[config.mk]
export PLATFORM = sky130hd
export DESIGN_NAME = sha256_byte_stream_hasher
export DESIGN_NICKNAME = d
export VERILOG_FILES = /design/src/sv/sbh_pkg.sv /design/src/sv/sha256_byte_stream_hasher.sv /design/src/sv/sbh_queue.sv /design/src/sv/sbh_core.sv
export VERILOG_INCLUDE_DIRS = /design/src /design/src/sv
export SDC_FILE = /design/constraint.sdc
export NUM_CORES = 2
export LEC_CHECK = 0
export BUFFER_PORTS_ARGS = -buffer_cell sky130_fd_sc_hd__buf_2
export CAP_MARGIN = 20
export CORE_MARGIN = 2
export CORE_UTILIZATION = 55
export DETAILED_ROUTE_END_ITERATION = 16
export PLACE_DENSITY = 0.69
export SLEW_MARGIN = 30
export SYNTH_ARGS = -nofsm -noshare
export SYNTH_HDL_FRONTEND = slang
export SYNTH_SLANG_ARGS = --single-unit
export TNS_END_PERCENT = 50
[constraint.sdc]
create_clock -name i_clk -period 10.3 [get_ports i_clk]
set_input_delay 2.06 -clock i_clk [delete_from_list [all_inputs] [get_ports i_clk]]
set_output_delay 2.06 -clock i_clk [all_outputs]
set_load 0.005 [all_outputs]
[src/sv/sha256_byte_stream_hasher_defines.svh]
// Assertion macros for the SHA-256 byte stream hasher.
// Included by the top level only; depends on nothing else.
`ifndef SHA256_BYTE_STREAM_HASHER_DEFINES_SVH
`define SHA256_BYTE_STREAM_HASHER_DEFINES_SVH

// Property that must hold on every clock edge outside reset.
`define SBH_ASSERT(label, prop, msg) \
    label: assert property (@(posedge i_clk) disable iff (!i_rst_n) (prop)) \
        else $error(msg);

// Implication from one cycle to the next.
`define SBH_ASSERT_NEXT(label, cond, prop, msg) \
    label: assert property (@(posedge i_clk) disable iff (!i_rst_n) \
        (cond) |=> (prop)) else $error(msg);

`endif

[src/sv/sbh_pkg.sv]
// Shared types and constants for the SHA-256 byte stream hasher.
// Depends on nothing; used by every module of the block.
package sbh_pkg;

    localparam logic CMD_ABSORB = 1'b0;
    localparam logic CMD_FINISH = 1'b1;

    typedef struct packed {
        logic       command;
        logic [7:0] data_byte;
    } t_item;

    localparam logic [31:0] PAD_MARK_WORD = 32'h8000_0000;
    localparam logic [5:0]  LENGTH_POS    = 6'd56;

    typedef logic [31:0] t_word;
    typedef t_word [7:0] t_hash;

    localparam t_hash INIT_HASH = {
        32'h5be0cd19, 32'h1f83d9ab, 32'h9b05688c, 32'h510e527f,
        32'ha54ff53a, 32'h3c6ef372, 32'hbb67ae85, 32'h6a09e667};

    function automatic t_word round_k(input logic [5:0] idx);
        t_word k;
        case (idx)
            6'd0: k = 32'h428a2f98;  6'd1: k = 32'h71374491;
            6'd2: k = 32'hb5c0fbcf;  6'd3: k = 32'he9b5dba5;
            6'd4: k = 32'h3956c25b;  6'd5: k = 32'h59f111f1;
            6'd6: k = 32'h923f82a4;  6'd7: k = 32'hab1c5ed5;
            6'd8: k = 32'hd807aa98;  6'd9: k = 32'h12835b01;
            6'd10: k = 32'h243185be; 6'd11: k = 32'h550c7dc3;
            6'd12: k = 32'h72be5d74; 6'd13: k = 32'h80deb1fe;
            6'd14: k = 32'h9bdc06a7; 6'd15: k = 32'hc19bf174;
            6'd16: k = 32'he49b69c1; 6'd17: k = 32'hefbe4786;
            6'd18: k = 32'h0fc19dc6; 6'd19: k = 32'h240ca1cc;
            6'd20: k = 32'h2de92c6f; 6'd21: k = 32'h4a7484aa;
            6'd22: k = 32'h5cb0a9dc; 6'd23: k = 32'h76f988da;
            6'd24: k = 32'h983e5152; 6'd25: k = 32'ha831c66d;
            6'd26: k = 32'hb00327c8; 6'd27: k = 32'hbf597fc7;
            6'd28: k = 32'hc6e00bf3; 6'd29: k = 32'hd5a79147;
            6'd30: k = 32'h06ca6351; 6'd31: k = 32'h14292967;
            6'd32: k = 32'h27b70a85; 6'd33: k = 32'h2e1b2138;
            6'd34: k = 32'h4d2c6dfc; 6'd35: k = 32'h53380d13;
            6'd36: k = 32'h650a7354; 6'd37: k = 32'h766a0abb;
            6'd38: k = 32'h81c2c92e; 6'd39: k = 32'h92722c85;
            6'd40: k = 32'ha2bfe8a1; 6'd41: k = 32'ha81a664b;
            6'd42: k = 32'hc24b8b70; 6'd43: k = 32'hc76c51a3;
            6'd44: k = 32'hd192e819; 6'd45: k = 32'hd6990624;
            6'd46: k = 32'hf40e3585; 6'd47: k = 32'h106aa070;
            6'd48: k = 32'h19a4c116; 6'd49: k = 32'h1e376c08;
            6'd50: k = 32'h2748774c; 6'd51: k = 32'h34b0bcb5;
            6'd52: k = 32'h391c0cb3; 6'd53: k = 32'h4ed8aa4a;
            6'd54: k = 32'h5b9cca4f; 6'd55: k = 32'h682e6ff3;
            6'd56: k = 32'h748f82ee; 6'd57: k = 32'h78a5636f;
            6'd58: k = 32'h84c87814; 6'd59: k = 32'h8cc70208;
            6'd60: k = 32'h90befffa; 6'd61: k = 32'ha4506ceb;
            6'd62: k = 32'hbef9a3f7; 6'd63: k = 32'hc67178f2;
            default: k = 32'h0;
        endcase
        return k;
    endfunction

    function automatic t_word rotr(input t_word v, input int n);
        return (v >> n) | (v << (32 - n));
    endfunction

endpackage

[src/sv/sha256_byte_stream_hasher.sv]
// SHA-256 over a byte stream. An absorb item is registered in the queue and then,
// once the back part is idle, in the block buffer; a 64th byte starts a compression
// (load, 64 rounds, one per cycle, set by the single round unit, and final add). A
// finish item runs one or two padding blocks, then presents eight digest words,
// one per cycle while not stalled. Items queue in a four-entry front queue while
// the back part is busy.
// Depends on sbh_pkg, sbh_queue, sbh_core and the defines header.
module sha256_byte_stream_hasher #(
    parameter int QUEUE_DEPTH = 4
) (
    input  logic        i_clk,
    input  logic        i_rst_n,
    input  logic        i_valid,
    output logic        o_stall,
    input  logic        i_command,
    input  logic [7:0]  i_data_byte,
    output logic        o_valid,
    input  logic        i_stall,
    output logic [31:0] o_digest_word,
    output logic [2:0]  o_word_index,
    output logic        o_last_word
);
    import sbh_pkg::*;
    `include "sha256_byte_stream_hasher_defines.svh"

    t_item q_in, q_out;
    logic  q_full, q_valid, q_pop, core_busy;

    assign q_in.command   = i_command;
    assign q_in.data_byte = i_data_byte;
    assign o_stall        = q_full;

    sbh_queue #(.DEPTH(QUEUE_DEPTH)) u_queue (
        .i_clk   (i_clk),
        .i_rst_n (i_rst_n),
        .i_push  (i_valid && !q_full),
        .i_item  (q_in),
        .o_full  (q_full),
        .o_valid (q_valid),
        .i_pop   (q_pop),
        .o_item  (q_out)
    );

    sbh_core u_core (
        .i_clk         (i_clk),
        .i_rst_n       (i_rst_n),
        .i_valid       (q_valid),
        .i_item        (q_out),
        .o_pop         (q_pop),
        .o_busy        (core_busy),
        .o_digest_word (o_digest_word),
        .o_word_index  (o_word_index),
        .o_last_word   (o_last_word),
        .o_valid       (o_valid),
        .i_stall       (i_stall)
    );

    `SBH_ASSERT(a_pop_has_item, !q_pop || q_valid, "pop from empty queue")
    `SBH_ASSERT(a_pop_when_idle, !q_pop || !core_busy, "pop while back part busy")
    `SBH_ASSERT(a_last_idx, !o_valid || (o_last_word == (o_word_index == 3'd7)),
        "last word flag mismatch")
    `SBH_ASSERT_NEXT(a_word_advance, o_valid && !i_stall && !o_last_word,
        o_valid && o_word_index == $past(o_word_index) + 3'd1, "digest word skipped")
endmodule

[src/sv/sbh_queue.sv]
// Short item queue between the front and back parts of the hasher.
// Depends on sbh_pkg for the item type.
module sbh_queue #(
    parameter int DEPTH = 4
) (
    input  logic           i_clk,
    input  logic           i_rst_n,
    input  logic           i_push,
    input  sbh_pkg::t_item i_item,
    output logic           o_full,
    output logic           o_valid,
    input  logic           i_pop,
    output sbh_pkg::t_item o_item
);
    import sbh_pkg::*;

    localparam int AW = (DEPTH > 1) ? $clog2(DEPTH) : 1;

    t_item             r_mem [DEPTH];
    logic [AW-1:0]     r_wp, r_rp;
    logic [AW:0]       r_cnt;

    assign o_full  = (r_cnt == (AW+1)'(DEPTH));
    assign o_valid = (r_cnt != '0);
    assign o_item  = r_mem[r_rp];

    always_ff @(posedge i_clk) begin
        if (!i_rst_n) begin
            r_wp  <= '0;
            r_rp  <= '0;
            r_cnt <= '0;
        end else begin
            if (i_push) begin
                r_wp <= (r_wp == AW'(DEPTH - 1)) ? '0 : r_wp + 1'b1;
            end
            if (i_pop) begin
                r_rp <= (r_rp == AW'(DEPTH - 1)) ? '0 : r_rp + 1'b1;
            end
            r_cnt <= r_cnt + (AW+1)'(i_push) - (AW+1)'(i_pop);
        end
    end

    always_ff @(posedge i_clk) begin
        if (i_push) begin
            r_mem[r_wp] <= i_item;
        end
    end
endmodule

[src/sv/sbh_core.sv]
// Back part of the hasher: block buffer, padding sequencer, one-round-per-cycle
// compression with rolling message schedule, and digest output register.
// Depends on sbh_pkg.
module sbh_core (
    input  logic           i_clk,
    input  logic           i_rst_n,
    input  logic           i_valid,
    input  sbh_pkg::t_item i_item,
    output logic           o_pop,
    output logic           o_busy,
    output logic [31:0]    o_digest_word,
    output logic [2:0]     o_word_index,
    output logic           o_last_word,
    output logic           o_valid,
    input  logic           i_stall
);
    import sbh_pkg::*;

    localparam logic [2:0] ST_IDLE  = 3'd0;
    localparam logic [2:0] ST_PAD   = 3'd1;
    localparam logic [2:0] ST_ROUND = 3'd2;
    localparam logic [2:0] ST_ADD   = 3'd3;
    localparam logic [2:0] ST_EMIT  = 3'd4;

    logic [2:0]   r_state, n_state;
    t_word        r_blk [16];
    t_hash        r_chain;
    t_word        r_v [8];
    logic [5:0]   r_fill;
    logic [63:0]  r_len;
    logic [5:0]   r_round;
    logic         r_final;   // finish taken: compression is the last of a message unless r_extra is set
    logic         r_extra;   // a second padding block follows this one
    logic [2:0]   r_oidx;
    logic         r_ovalid;
    t_word        r_oword;

    t_word w_t, s0, s1, t1, t2, e, a;
    logic  take;

    assign take  = (r_state == ST_IDLE) && i_valid;
    assign o_pop = take;
    assign o_busy = (r_state != ST_IDLE) || r_ovalid;

    // Schedule word: rounds 0..15 read the buffer directly, later ones expand.
    always_comb begin
        s0  = rotr(r_blk[1], 7) ^ rotr(r_blk[1], 18) ^ (r_blk[1] >> 3);
        s1  = rotr(r_blk[14], 17) ^ rotr(r_blk[14], 19) ^ (r_blk[14] >> 10);
        w_t = r_blk[0];
        e   = r_v[4];
        a   = r_v[0];
        t1  = r_v[7] + (rotr(e, 6) ^ rotr(e, 11) ^ rotr(e, 25))
              + ((e & r_v[5]) ^ (~e & r_v[6])) + round_k(r_round) + w_t;
        t2  = (rotr(a, 2) ^ rotr(a, 13) ^ rotr(a, 22))
              + ((a & r_v[1]) ^ (a & r_v[2]) ^ (r_v[1] & r_v[2]));
    end

    always_comb begin
        n_state = r_state;
        case (r_state)
            ST_IDLE:  if (take && (i_item.command == CMD_FINISH || r_fill == 6'd63))
                          n_state = (i_item.command == CMD_FINISH) ? ST_PAD : ST_ROUND;
            ST_PAD:   n_state = ST_ROUND;
            ST_ROUND: if (r_round == 6'd63) n_state = ST_ADD;
            ST_ADD:   n_state = r_extra ? ST_PAD : (r_final ? ST_EMIT : ST_IDLE);
            ST_EMIT:  if (r_ovalid && !i_stall && r_oidx == 3'd7) n_state = ST_IDLE;
            default:  n_state = ST_IDLE;
        endcase
    end

    always_ff @(posedge i_clk) begin
        if (!i_rst_n) begin
            r_state  <= ST_IDLE;
            r_chain  <= INIT_HASH;
            r_fill   <= '0;
            r_len    <= '0;
            r_round  <= '0;
            r_final  <= 1'b0;
            r_extra  <= 1'b0;
            r_ovalid <= 1'b0;
            r_oidx   <= '0;
        end else begin
            r_state <= n_state;
            case (r_state)
                ST_IDLE: begin
                    r_round <= '0;
                    if (take) begin
                        if (i_item.command == CMD_ABSORB) begin
                            r_len  <= r_len + 64'd1;
                            r_fill <= r_fill + 6'd1;
                            r_final <= 1'b0;
                            r_extra <= 1'b0;
                        end else begin
                            r_final <= 1'b1;
                            r_extra <= (r_fill >= LENGTH_POS);
                        end
                    end
                end
                ST_PAD:   r_round <= '0;
                ST_ROUND: r_round <= r_round + 6'd1;
                ST_ADD: begin
                    for (int i = 0; i < 8; i++) begin
                        r_chain[i] <= r_chain[i] + r_v[i];
                    end
                    r_extra <= 1'b0;
                    if (r_final && !r_extra) begin
                        r_ovalid <= 1'b1;
                        r_oidx   <= '0;
                    end
                    if (r_extra) begin
                        r_fill <= '0;
                    end
                end
                ST_EMIT: begin
                    if (r_ovalid && !i_stall) begin
                        r_oidx <= r_oidx + 3'd1;
                        if (r_oidx == 3'd7) begin
                            r_ovalid <= 1'b0;
                            r_chain  <= INIT_HASH;
                            r_fill   <= '0;
                            r_len    <= '0;
                            r_final  <= 1'b0;
                        end
                    end
                end
                default: ;
            endcase
        end
    end

    // Datapath registers without reset.
    always_ff @(posedge i_clk) begin
        case (r_state)
            ST_IDLE: begin
                for (int i = 0; i < 8; i++) r_v[i] <= r_chain[i];
                if (take) begin
                    for (int w = 0; w < 16; w++) begin
                        for (int b = 0; b < 4; b++) begin
                            if (r_fill == 6'(w * 4 + b)) begin
                                r_blk[w][31-8*b -: 8] <=
                                    (i_item.command == CMD_ABSORB) ? i_item.data_byte : 8'h80;
                            end else if (i_item.command == CMD_FINISH &&
                                         r_fill < 6'(w * 4 + b)) begin
                                r_blk[w][31-8*b -: 8] <= 8'h00;
                            end
                        end
                    end
                end
            end
            ST_PAD: begin
                // Length goes in the last two words unless another block follows.
                for (int i = 0; i < 8; i++) r_v[i] <= r_chain[i];
                if (!r_extra) begin
                    r_blk[14] <= r_len[60:29];
                    r_blk[15] <= {r_len[28:0], 3'b000};
                end
            end
            ST_ROUND: begin
                for (int i = 0; i < 15; i++) r_blk[i] <= r_blk[i+1];
                r_blk[15] <= r_blk[0] + s0 + r_blk[9] + s1;
                r_v[7] <= r_v[6]; r_v[6] <= r_v[5]; r_v[5] <= r_v[4];
                r_v[4] <= r_v[3] + t1;
                r_v[3] <= r_v[2]; r_v[2] <= r_v[1]; r_v[1] <= r_v[0];
                r_v[0] <= t1 + t2;
            end
            ST_ADD: begin
                if (r_extra) begin
                    for (int i = 0; i < 14; i++) r_blk[i] <= '0;
                end
            end
            default: ;
        endcase
        if (r_state == ST_ADD || (r_state == ST_EMIT && r_ovalid && !i_stall)) begin
            if (r_state == ST_ADD) begin
                r_oword <= r_chain[0] + r_v[0];
            end else begin
                r_oword <= r_chain[3'(r_oidx + 3'd1)];
            end
        end
    end

    assign o_digest_word = r_oword;
    assign o_word_index  = r_oidx;
    assign o_last_word   = (r_oidx == 3'd7);
    assign o_valid       = r_ovalid;
endmodule
# Word-level counts from Yosys, hierarchy flattened
# Memories as Yosys holds them, arrays and structs flattened. A register that Yosys moved wholly into a read port is not among the register bits.
# Index checks and enable logic that the tools add are counted.
# word_totals
register_bits	380
ram_bits	804
mem_bits_ro	2048
output_inout_bits	38
mem_count	4
# op_classes
n_addsub	26
n_lt_le_gt_ge	66
eq_ne	81
n_mux	843
n_bitwise	235
reduce_logical	94
# memory_table
name	depth	word_bits	rd	rd_ports_with_merged_regs	write_ports	line_no	source
(no name shown)	64	32	1	1	0	sbh_pkg.sv:25	case (idx)
u_core.r_blk	16	32	16	0	16	sbh_core.sv:26	t_word r_blk [16];
u_core.r_v	8	32	8	0	8	sbh_core.sv:28	t_word r_v [8];
u_queue.r_mem	4	9	1	1	1	sbh_queue.sv:19	t_item r_mem [DEPTH];
# op_table
op	count
two-way mux 8 bit	193
two-way mux 1 bit	597
adder 32 bit	18
two-way mux 32 bit	18
two-way mux 256 bit	2
one-hot mux 256 bit (2 select lines)	1
XOR 32 bit	9
two-way mux 64 bit	4
OR 1 bit	208
== test 6 bit, second input constant	33
< comparator 6 bit, second input constant	32
bitwise AND 32 bit	5
one-hot mux 64 bit (2 select lines)	1
binary-select mux 32 bit (select 3 bit)	1
== test 6 x 5 -> 1 bit, second input constant	16
< comparator 6 x 5 -> 1 bit, second input constant	16
logical AND 1 bit	72
adder 64 x 1 -> 64 bit, second input constant	1
== test 6 x 4 -> 1 bit, second input constant	8
< comparator 6 x 4 -> 1 bit, second input constant	8
two-way mux 6 bit	7
NOT 32 bit	1
OR 10 x 32 -> 32 bit	1
OR 13 x 32 -> 32 bit	1
48 further kinds	92

# Depth between registers and ports, before layout
# logic_depth
word_depth	10
ltp_mapped	32
mapped_depth_nobuf	31

# By module
# A second synthesis with hierarchy kept.
# hier_totals
cells_unflattened	7708
area_unflattened_um2	76273.2
# by_module_without_submodules
module	instances	cells_each	area_per_inst_um2	seq_area_each_um2
sbh_core	1	7616	74500.2	31430.1
sbh_queue	1	91	1759.2	1261.2
sha256_byte_stream_hasher	1	1	13.8	0.0

# Worst setup path after synthesis
# Ideal clock, no wire load.
# synth_timing
path_type	flip-flop to flip-flop
startpoint	register u_core.r_state[2]
endpoint	register with a tool-made name
setup_time_ps	134
t_arrival_ps	7312
required_time_ps	10166
slack_ps	2853
stages_incl_launch_ff	15
path_cell_list	dfxtp_1 -> clkbuf_1 -> clkinv_1 -> nand2_1 -> inv_1 -> nand2_1 -> o21ai_0 -> nand2b_1 -> clkbuf_1 -> ha_1 -> clkbuf_1 -> nor2_1 -> or3_1 -> o21ai_0 -> mux4_2
# synth_rtl
element	line_no	source
start: declaration	sbh_core.sv:25	logic [2:0] r_state, n_state;
start signal: assignment	sbh_core.sv:83	r_state <= n_state;

==> results.json <==
{
  "outcome": "complete, no violations",
  "max-slew-margin-rel_pct": 25.8,
  "cp_slowest_cell": "a21oi_1",
  "rsz0062_at_grt": "false",
  "grt_pass1_wl_um": 414000,
  "drt_iter0_markers": 8416,
  "setup_viol": 0,
  "first_global_vias": 60768,
  "slew_violations": 0,
  "die_width_um": 382,
  "port_buffers": 50,
  "routed_wl_um": 285000,
  "vias": 65216,
  "cts_setup_buffers": 0,
  "path_max_fanout": 6,
  "ctsResizeCount": 0,
  "tightest_slew_ns": 1.11,
  "postSynthRegisterBits": 1215,
  "critPathRequiredTime_ns": 10.84,
  "hold_viol": 0,
  "skew_ns": 0.0409,
  "fin_nets": 8600,
  "cts-root-buf": "clkbuf_16",
  "die_h_um": 382,
  "io_pins": 51,
  "wl_per_cell_um": 28.5,
  "netlist_top_cells_count": "nand2_1 (1,157), edfxtp_1 (836), o21ai_0 (594), a21o_1 (578), a21oi_1 (556)",
  "cts_inserted_buffers": 140,
  "start_kind": "flip-flop",
  "ys_types": 93,
  "dp_cells": 9728,
  "path_clk_slew_ns": 0.06,
  "htree_levels": 4,
  "yosys.area.top_type_share_pct": 32.0,
  "multi_input_area_um2": 42900,
  "final_antenna_net_count": 0,
  "gp_congestion": 1.01,
  "drc": 0,
  "syn2layout_area_growth_pct": 8.41,
  "clockBufferDepth": 3,
  "ys_warn_count": 0,
  "worstPathArrival_ns": 9.02,
  "hold_class": "flip-flop to flip-flop",
  "dr.pass1.iters": 6,
  "core_area_um2": 142000,
  "die_area_um2": 146000,
  "cts_tree": "done",
  "syn_area_per_cell_um2": 9.62,
  "fmax_mhz": 118,
  "overflow": 0,
  "cpMostUsedCell": "a21oi_1",
  "start_util_pct": 55.4,
  "min_period_over_period_pct": 82.3,
  "ys_seq_area_share_pct": 41.6,
  "cap_violations": 0,
  "period_minus_slack_ns": 8.48,
  "drive_gt1_share_pct": 7.22,
  "n_fill_cell": 12240,
  "cts_hold_buf": 0,
  "grt_usage_pct": 38.4,
  "synth_nets": 8773,
  "grt_antenna_before_repair": 8,
  "yosysMostFrequentCell": "nand2_1",
  "post_drt_via_cell_ratio": 6.52,
  "clock_latency_ns": 0.81,
  "regArea_um2": 32700,
  "synth-main-ff-cell": "edfxtp_1",
  "synthTopCellsByArea": "edfxtp_1 (32%), dfxtp_1 (9.7%), ha_1 (6.4%)",
  "end_kind": "flip-flop",
  "crit_type": "flip-flop to flip-flop",
  "synth_edf_count": 836,
  "grt_max_degree": 217,
  "synth_async_sr_flop_share_pct": 0,
  "setup_tns_ns": 0,
  "max_stage_delay_ns": 0.66,
  "clock-sinks": 1215,
  "num_rows": 138,
  "dp_hpwl_um": 208000,
  "syn_inst": 8161,
  "final_cells": 9999,
  "synth_area_leader_cell": "edfxtp_1",
  "syn_area_um2": 78500
}
==> path summary, 6_finish.rpt <==
| path | from | end | slack [ns] | cells past startpoint |
|---|---|---|---|---|
| hold / removal | u_core.r_chain[117]$_SDFFE_PN0P_ | u_core.r_chain[117]$_SDFFE_PN0P_ | 0.51 | 2 |
| hold reg to reg | u_core.r_chain[117]$_SDFFE_PN0P_ | u_core.r_chain[117]$_SDFFE_PN0P_ | 0.51 | 2 |
| setup / recovery | u_core.r_v[0][130]$_DFFE_PP_ | u_core.r_v[0][30]$_DFFE_PP_ | 1.82 | 31 |
| setup reg to reg | u_core.r_v[0][130]$_DFFE_PP_ | u_core.r_v[0][30]$_DFFE_PP_ | 1.82 | 31 |
==> state kept, by name, summed over array words and instances, names as in the netlist, 3 cells and up, named ones only <==
| signal | cells |
|---|---|
| u_queue.r_cnt | 3 |
| u_queue.r_mem | 36 |
| u_core.r_chain | 256 |
| u_core.o_word_index | 3 |
| u_core.r_len | 61 |
| u_core.r_round | 6 |
| u_core.r_blk | 512 |
| u_core.o_digest_word | 32 |
| u_core.r_v | 256 |
| u_core.r_state | 3 |
| u_core.r_fill | 6 |
==> layer usage <==
layer | wire, µm | track usage (%) | vias up
met2 | 114000 | 52.5 | 3814
met5 | 69 | 0 | -
met1 | 124000 | 58.1 | 31909
met3 | 36200 | 11.0 | 516
met4 | 9740 | 12.0 | 10
li1 | - | - | 28967
==> worst max-delay path, delay by kind of cell, from the launching register on <==
| family | cells | cell delay [ns] |
|---|---|---|
| fa+ha+maj | 6 | 2.72 |
| simple gates | 5 | 0.73 |
| mux | 2 | 0.43 |
| xor+xnor | 1 | 0.21 |
| buf+inv | 3 | 0.19 |
| flops | 1 | 0.54 |
| compound gates | 14 | 3.39 |
==> layout make-up <==
cell class,instances,area share [%]
tap,1890,2.78
clock inverter,80,0.853
clock buffer,180,4.48
timing repair buffer,177,1.47
multi-input combinational,6101,50.4
sequential,1215,38.4
antenna,3,0.00882
inverter,353,1.57
==> logic make-up (layout without fill, tap and decap cells) <==
family | Yosys count | after routing | share of synthesized area, %
compound gates | 2409 | 2409 | 19.7
simple gates | 2315 | 2315 | 13.0
flops | 1215 | 1215 | 41.6
buf+inv | 845 | 790 | 4.07
fa+ha+maj | 621 | 621 | 11.7
xor+xnor | 594 | 594 | 6.63
mux | 162 | 162 | 3.27
other cells | 0 | 3 | 0
==> per-stage QoR <==
step / setup slack [ns] / hold slack, ns / utilization [%] / instance area, µm²
global placement: 2.09 / 0.471 / 56.7 / 80300
floorplan: 2.85 / 0.454 / - / 78500
CTS: 2.01 / 0.498 / 60.0 / 85000
global route: 1.58 / 0.515 / 60.1 / 85100
detailed placement: 2.09 / 0.490 / 56.8 / 80400
finish: 1.82 / 0.505 / 60.1 / 85100
==> layout by cell type, fill, tap and decap left out, types with 69 or more instances in the layout <==
cell / count
mux4_2: 74
xor2_1: 193
nand3_1: 156
nor2_1: 456
o21ai_0: 579
dfxtp_1: 378
nor2b_1: 69
o211ai_1: 75
mux2i_1: 69
a21o_1: 578
xnor2_1: 399
nor3_1: 129
inv_1: 346
nand2_1: 1150
fa_1: 196
ha_1: 401
edfxtp_1: 836
clkbuf_16: 143
buf_4: 111
a21oi_1: 552
Power is left out: the tool's default activity adds up to more than one toggle a clock period on the data nets, which glitch-free logic cannot reach.
